## src/sv/ps2mpt_pkg.sv

```systemverilog
// ----------------------------------------------------------------------------
// ps2mpt_pkg
// Shared types and constants of the mouse packet tracker.
// ----------------------------------------------------------------------------
package ps2mpt_pkg;

  localparam int COORD_BITS_DEF = 12;
  localparam int DIM_BITS       = 13;
  localparam int CFG_IDX_BITS   = 2;

  localparam logic [CFG_IDX_BITS-1:0] REG_WIDTH  = CFG_IDX_BITS'(0);
  localparam logic [CFG_IDX_BITS-1:0] REG_HEIGHT = CFG_IDX_BITS'(1);

  localparam logic [DIM_BITS-1:0] WIDTH_RST  = DIM_BITS'(1024);
  localparam logic [DIM_BITS-1:0] HEIGHT_RST = DIM_BITS'(768);
  localparam int POS_X_RST = 5;
  localparam int POS_Y_RST = 2;

  // header bit positions
  localparam int HDR_LEFT   = 0;
  localparam int HDR_RIGHT  = 1;
  localparam int HDR_MIDDLE = 2;
  localparam int HDR_MARK   = 3;
  localparam int HDR_XOVF   = 6;
  localparam int HDR_YOVF   = 7;

  typedef enum logic [1:0] {
    PH_HDR = 2'd0,
    PH_DX  = 2'd1,
    PH_DY  = 2'd2
  } phase_t;

  typedef struct packed {
    logic [7:0] hdr;
    logic [7:0] dx;
    logic [7:0] dy;
  } pkt_t;

endpackage

```

## src/sv/ps2mpt_axis.sv

```systemverilog
// ----------------------------------------------------------------------------
// ps2mpt_axis
// Adds a signed byte delta to one coordinate, clamps to 0..dim-1 and to the coordinate range.
// ----------------------------------------------------------------------------
module ps2mpt_axis
  import ps2mpt_pkg::*;
#(
  parameter int COORD_BITS = COORD_BITS_DEF
) (
  input  logic [COORD_BITS-1:0] pos,
  input  logic [7:0]            delta,
  input  logic [DIM_BITS-1:0]   dim,
  output logic [COORD_BITS-1:0] pos_next
);

  localparam int SW = ((COORD_BITS > DIM_BITS) ? COORD_BITS : DIM_BITS) + 2;
  localparam logic [SW-1:0] MASK_W = {{(SW-COORD_BITS){1'b0}}, {COORD_BITS{1'b1}}};

  logic signed [SW-1:0] sum;
  logic [SW-1:0]        lim_raw;
  logic [SW-1:0]        lim;

  always_comb begin
    sum = signed'({{(SW-COORD_BITS){1'b0}}, pos}) + signed'({{(SW-8){delta[7]}}, delta});
    lim_raw = (dim == '0) ? '0 : ({{(SW-DIM_BITS){1'b0}}, dim} - SW'(1));
    lim = (lim_raw > MASK_W) ? MASK_W : lim_raw;
    if (sum < 0) begin
      pos_next = '0;
    end else if (unsigned'(sum) > lim) begin
      pos_next = lim[COORD_BITS-1:0];
    end else begin
      pos_next = sum[COORD_BITS-1:0];
    end
  end

endmodule

```

## src/sv/ps2mpt_framer.sv

```systemverilog
// ----------------------------------------------------------------------------
// ps2mpt_framer
// Input register and three-byte packet framing.
// ----------------------------------------------------------------------------
module ps2mpt_framer
  import ps2mpt_pkg::*;
(
  input  logic       clk,
  input  logic       rst,
  input  logic       s_tvalid,
  output logic       s_tready,
  input  logic [7:0] s_tdata,   // rx_byte
  input  logic       slot_free,
  output logic       pkt_valid,
  output pkt_t       pkt
);

  logic       held;
  logic [7:0] rx;
  phase_t     phase;
  phase_t     phase_next;
  logic [7:0] hdr;
  logic [7:0] dx;
  logic       third;
  logic       fire;

  assign third    = held && (phase == PH_DY);
  assign fire     = held && (!third || slot_free);
  assign s_tready = !held || fire;
  assign pkt_valid = fire && third;
  assign pkt.hdr  = hdr;
  assign pkt.dx   = dx;
  assign pkt.dy   = rx;

  always_comb begin
    case (phase)
      PH_DX:   phase_next = PH_DY;
      PH_DY:   phase_next = PH_HDR;
      default: phase_next = rx[HDR_MARK] ? PH_DX : PH_HDR;
    endcase
  end

  always_ff @(posedge clk) begin
    if (rst) begin
      held  <= 1'b0;
      phase <= PH_HDR;
      hdr   <= '0;
      dx    <= '0;
    end else begin
      if (s_tvalid && s_tready) begin
        held <= 1'b1;
      end else if (fire) begin
        held <= 1'b0;
      end
      if (fire) begin
        phase <= phase_next;
        if (phase == PH_DX) begin
          dx <= rx;
        end else if (phase != PH_DY && rx[HDR_MARK]) begin
          hdr <= rx;
        end
      end
    end
  end

  always_ff @(posedge clk) begin
    if (s_tvalid && s_tready) begin
      rx <= s_tdata;
    end
  end

endmodule

```

## src/sv/ps2_mouse_packet_tracker_unit.sv

```systemverilog
// ----------------------------------------------------------------------------
// ps2_mouse_packet_tracker_unit
// Frames PS/2 mouse bytes into three-byte packets and tracks a clamped cursor.
// ----------------------------------------------------------------------------
// One byte is taken per clock while the input is not stalled. The clock edge
// that takes a byte loads it into the input register. The third byte of a
// packet then moves from there, through the framing and cursor update logic,
// into the result register once the result slot is free. The sustained rate
// is one byte per cycle while results are taken. A third byte stalls the input
// only while an earlier result is still waiting on the output.
// Headers without the always-one marker bit are dropped. Packets with an
// overflow bit set report the old position with the discarded flag.
module ps2_mouse_packet_tracker_unit
  import ps2mpt_pkg::*;
#(
  parameter int COORD_BITS = COORD_BITS_DEF
) (
  input  logic                    clk,
  input  logic                    rst,
  input  logic                    s_tvalid,
  output logic                    s_tready,
  input  logic [7:0]              s_tdata,    // rx_byte
  output logic                    m_tvalid,
  input  logic                    m_tready,
  // cursor_x, cursor_y, left_pressed, right_pressed, middle_pressed,
  // discarded, zero fill
  output logic [((2*COORD_BITS+4+7)/8)*8-1:0] m_tdata,
  input  logic                    cfg_valid,
  output logic                    cfg_ready,
  input  logic [CFG_IDX_BITS-1:0] cfg_index,
  input  logic [DIM_BITS-1:0]     cfg_data
);

  localparam int OUT_W = ((2*COORD_BITS+4+7)/8)*8;

  logic [DIM_BITS-1:0]   width;
  logic [DIM_BITS-1:0]   height;
  logic [COORD_BITS-1:0] pos_x;
  logic [COORD_BITS-1:0] pos_y;
  logic [COORD_BITS-1:0] pos_x_next;
  logic [COORD_BITS-1:0] pos_y_next;
  logic [COORD_BITS-1:0] new_x;
  logic [COORD_BITS-1:0] new_y;
  logic                  slot_free;
  logic                  pkt_valid;
  pkt_t                  pkt;
  logic                  drop;

  assign cfg_ready = 1'b1;
  assign slot_free = !m_tvalid || m_tready;

  ps2mpt_framer u_framer (
    .clk       (clk),
    .rst       (rst),
    .s_tvalid  (s_tvalid),
    .s_tready  (s_tready),
    .s_tdata   (s_tdata),
    .slot_free (slot_free),
    .pkt_valid (pkt_valid),
    .pkt       (pkt)
  );

  ps2mpt_axis #(.COORD_BITS(COORD_BITS)) u_axis_x (
    .pos      (pos_x),
    .delta    (pkt.dx),
    .dim      (width),
    .pos_next (new_x)
  );

  ps2mpt_axis #(.COORD_BITS(COORD_BITS)) u_axis_y (
    .pos      (pos_y),
    .delta    (pkt.dy),
    .dim      (height),
    .pos_next (new_y)
  );

  assign drop       = pkt.hdr[HDR_XOVF] || pkt.hdr[HDR_YOVF];
  assign pos_x_next = drop ? pos_x : new_x;
  assign pos_y_next = drop ? pos_y : new_y;

  always_ff @(posedge clk) begin
    if (rst) begin
      width    <= WIDTH_RST;
      height   <= HEIGHT_RST;
      pos_x    <= COORD_BITS'(POS_X_RST);
      pos_y    <= COORD_BITS'(POS_Y_RST);
      m_tvalid <= 1'b0;
    end else begin
      if (cfg_valid && cfg_ready) begin
        if (cfg_index == REG_WIDTH) begin
          width <= cfg_data;
        end else if (cfg_index == REG_HEIGHT) begin
          height <= cfg_data;
        end
      end
      if (pkt_valid) begin
        pos_x    <= pos_x_next;
        pos_y    <= pos_y_next;
        m_tvalid <= 1'b1;
      end else if (m_tready) begin
        m_tvalid <= 1'b0;
      end
    end
  end

  always_ff @(posedge clk) begin
    if (pkt_valid) begin
      m_tdata <= OUT_W'({drop, pkt.hdr[HDR_MIDDLE], pkt.hdr[HDR_RIGHT],
                         pkt.hdr[HDR_LEFT], pos_y_next, pos_x_next});
    end
  end

endmodule

```

## config.mk

```make
export PLATFORM = sky130hd
export DESIGN_NAME = ps2_mouse_packet_tracker_unit
export DESIGN_NICKNAME = d
export VERILOG_FILES = /design/src/sv/ps2mpt_pkg.sv /design/src/sv/ps2mpt_axis.sv /design/src/sv/ps2mpt_framer.sv /design/src/sv/ps2_mouse_packet_tracker_unit.sv
export SDC_FILE = /design/constraint.sdc
export NUM_CORES = 1
export LEC_CHECK = 0
export BUFFER_PORTS_ARGS = -buffer_cell sky130_fd_sc_hd__buf_2
export CAP_MARGIN = 20
export CORE_UTILIZATION = 60
export DETAILED_ROUTE_END_ITERATION = 8
export PLACE_DENSITY = 0.84
export SYNTH_ARGS = -nofsm -noshare
export SYNTH_HDL_FRONTEND = slang
export SYNTH_SLANG_ARGS = --single-unit
```

## constraint.sdc

```tcl
create_clock -name clk -period 5.9 [get_ports clk]
set_clock_uncertainty 0.15 [all_clocks]
set_input_delay 0.885 -clock clk [delete_from_list [all_inputs] [get_ports clk]]
set_output_delay 0.885 -clock clk [all_outputs]
set_load 0.01 [all_outputs]
```

==> results.toml <==
[floorplan]
placementRows = 37
fp.dieW_um = 106.2
core_area_um2 = 10420
io_pins = 63
dieArea_um2 = 11270
dieHeight_um = 106.2
start_util = 0.6250

[finish]
area_growth_pct = 8.630
fill_cells = 845
postLayoutCoreUtil = 0.6789
antenna_cells = 0
layoutNonFillerInstCount = 920
final_net_count = 869
multiInputGateArea_um2 = 3816
layout-drive-gt1-share = 0.1378
stdcell_area_um2 = 7072
seq_area_um2 = 2422

[detailed_routing]
drt-pass1-iter-count = 4
drt-initial-drc-count = 327
drt-vias-per-instance = 5.980
drc_errors = 0
detail_route.wl_per_cell_um = 16.26
finalWirelength_um = 14960
ant_nets = 0
vias = 5502

[place]
place_inst = 903
place_hpwl_um = 11490
finalWeightedCongestion = 0.9681
placed_area_um2 = 6878
dp_slack_ns = 0.9159
numPortBuffers = 57

[power]
leakage_uw = 0.002984
max-vdd-ir-drop_v = 0.0002306
power_density_nw_per_um2 = 213.1

[synth]
ys_async_sr_fraction = 0
synthFlopType = "dfxtp_1"
syn_area_um2 = 6510
synth_seq_cells = 103
synthTopCellsByArea = "dfxtp_1 21%, edfxtp_1 17%, ha_1 12%"
synth_edf_count = 36
yosysTopAreaCell = "dfxtp_1"
yosysTopAreaCellShare = 0.2060
synth.yosys.seq_area_share = 0.3721
synth-warning-count = 0
ys_types = 66
syn_inst = 732
avgSynthCellArea_um2 = 8.893

[sta]
fin_ws_ns = 0.8709
finalSetupTns_ns = 0
slew_headroom = 0.2631
setup_viol = 0
hold_viol = 0
period_share = 0.8524
fmax_mhz = 198.8
drv_slew = 0
worst_pin_slew_ns = 1.097
fin_crit_ns = 5.029
rsz0062_at_grt = "false"

[cts]
clkTransAtPathRegs_ns = 0.11
numCtsBuffers = 9
clock_latency_ns = 0.38
cts_hold_buf = 0
htreeDepth = 3
cts_resized = 0
cts_root_buf = "clkbuf_8"
clockBufferDepth = 2
clock-sinks = 103
cts_setup_buffers = 0
tritoncts = "yes"

[flow_run]
drv_cap = 0

[status]
status = "complete, no violations"

[worst_setup_path]
crit_buf_inv = 1
path_class = "flip-flop to flip-flop"
endpoint_kind = "flip-flop"
worstPathRequired_ns = 5.90
rrSetupSlack_ns = 0.87
cp_cell_sequence = "ha_1, fa_1, a211oi_1, o21ai_0, a31o_2, a21o_1, a21oi_1, o21ai_0, xor2_1, ha_1, a21o_1, a21oi_1, o211ai_1, o211ai_1, buf_4, nor2_1, a21o_1, a22o_1"
crit_family = "compound AO/OA/AOI/OAI gates"
start_kind = "flip-flop"
cp.arrival_ns = 5.03
cp_max_fo = 13
critPathMaxStageDelay_ns = 0.77
cpMostUsedCell = "a21o_1"
cpMaxStageDelayCell = "o211ai_1"

[global_route]
grt_max_degree = 52
grt_pass1_vias = 5113
gr-total-overflow = 0
track_usage = 0.2763
antenna_found_initial = 0
grt_first_pass_wirelength_um = 24610

[hold_path]
hold_path_class = "flip-flop to flip-flop"
state kept, by name (all words and copies together), names as in the netlist:
signal	count
height	13
m_tdata	28
m_tvalid	1
pos_x	12
pos_y	12
u_framer.dx	8
u_framer.hdr	5
u_framer.held	1
u_framer.phase	2
u_framer.rx	8
width	13
placed cells by master (no fill, tap or decap), types with 6 or more instances in the layout:
cell type and instances:
xor2_1 10, buf_2 57, o21ai_1 12, a21oi_2 6
ha_1 60, mux2i_1 19, a22o_1 21, nand2_1 96
mux2_2 8, o21ai_0 32, a21o_1 12, a21oi_1 54
buf_4 6, edfxtp_1 36, nor3_1 15, o21a_1 15
conb_1 9, nor2b_1 6, nand3b_1 6, dfxtp_1 67
o31ai_1 12, inv_1 36, nand3_1 13, nor2_1 54
nor4_1 7, clkbuf_8 9, a211oi_1 6, xnor2_1 26
Yosys cell counts (all sizes together), types with 19 or more instances:
master,instances
mux2i,19
edfxtp,36
inv,37
nor2,55
nand2,96
clkbuf,26
a21oi,60
dfxtp,67
ha,60
xnor2,26
o21ai,44
a22o,21
through the flow:
stage | hold slack (ns) | power (uW)
3_3_place_gp | 0.2693 | 1075
2_1_floorplan | 0.2576 | 1012
5_1_grt | 0.3321 | 1572
6_report | 0.3058 | 1507
3_5_place_dp | 0.2778 | 1089
4_1_cts | 0.3089 | 1508
path summary, 6_finish.rpt:
path         depth (start not counted)             from           to
min reg2reg                          0  u_framer.hdr[2]  m_tdata[26]
max                                 18   u_framer.rx[0]  m_tdata[22]
min                                  0  u_framer.hdr[2]  m_tdata[26]
max reg2reg                         18   u_framer.rx[0]  m_tdata[22]
kinds of logic (layout without fill, tap and decap cells):
| family | Yosys count | after routing | share of synthesized area |
|---|---|---|---|
| compound gates | 200 | 200 | 0.2020 |
| simple gates | 230 | 230 | 0.1657 |
| buf+inv | 72 | 117 | 0.04613 |
| xor+xnor | 36 | 36 | 0.04843 |
| flops | 103 | 103 | 0.3721 |
| mux | 27 | 27 | 0.04305 |
| other cells | 2 | 9 | 0.001154 |
| fa+ha+maj | 62 | 62 | 0.1215 |
cell type report:
| class | count | share of cell area |
|---|---|---|
| Clock inverter | 7 | 0.009200 |
| Clock buffer | 9 | 0.01752 |
| Multi-Input combinational cell | 564 | 0.5396 |
| Inverter | 37 | 0.01964 |
| Tap cell | 136 | 0.02406 |
| Timing Repair Buffer | 64 | 0.04742 |
| Sequential cell | 103 | 0.3425 |
routing by layer:
layer	track usage	wire, um	part of all wire	vias to the layer above
li1	-	-	-	2710
met1	0.3758	6869	0.46	2556
met2	0.4309	6726	0.45	214
met3	0.05947	1069	0.071	22
met4	0.1022	295	0.020	0
met5	0	0	0	-
worst register-to-register path, stage by stage (launching register included):
cell,delay [ns]
edfxtp_1,0.42
ha_1,0.24
fa_1,0.43
a211oi_1,0.31
o21ai_0,0.17
a31o_2,0.27
a21o_1,0.19
a21oi_1,0.14
o21ai_0,0.10
xor2_1,0.16
ha_1,0.26
a21o_1,0.16
a21oi_1,0.18
o211ai_1,0.11
o211ai_1,0.77
buf_4,0.33
nor2_1,0.07
a21o_1,0.17
a22o_1,0.18
power by group:
group          total (uW)  leakage (uW)  switching, uW  internal, uW
combinational         313       0.00203            191           123
sequential            768      0.000863           17.7           751
clock                 425     0.0000934            263           162
(Power assumes the default switching activity.)
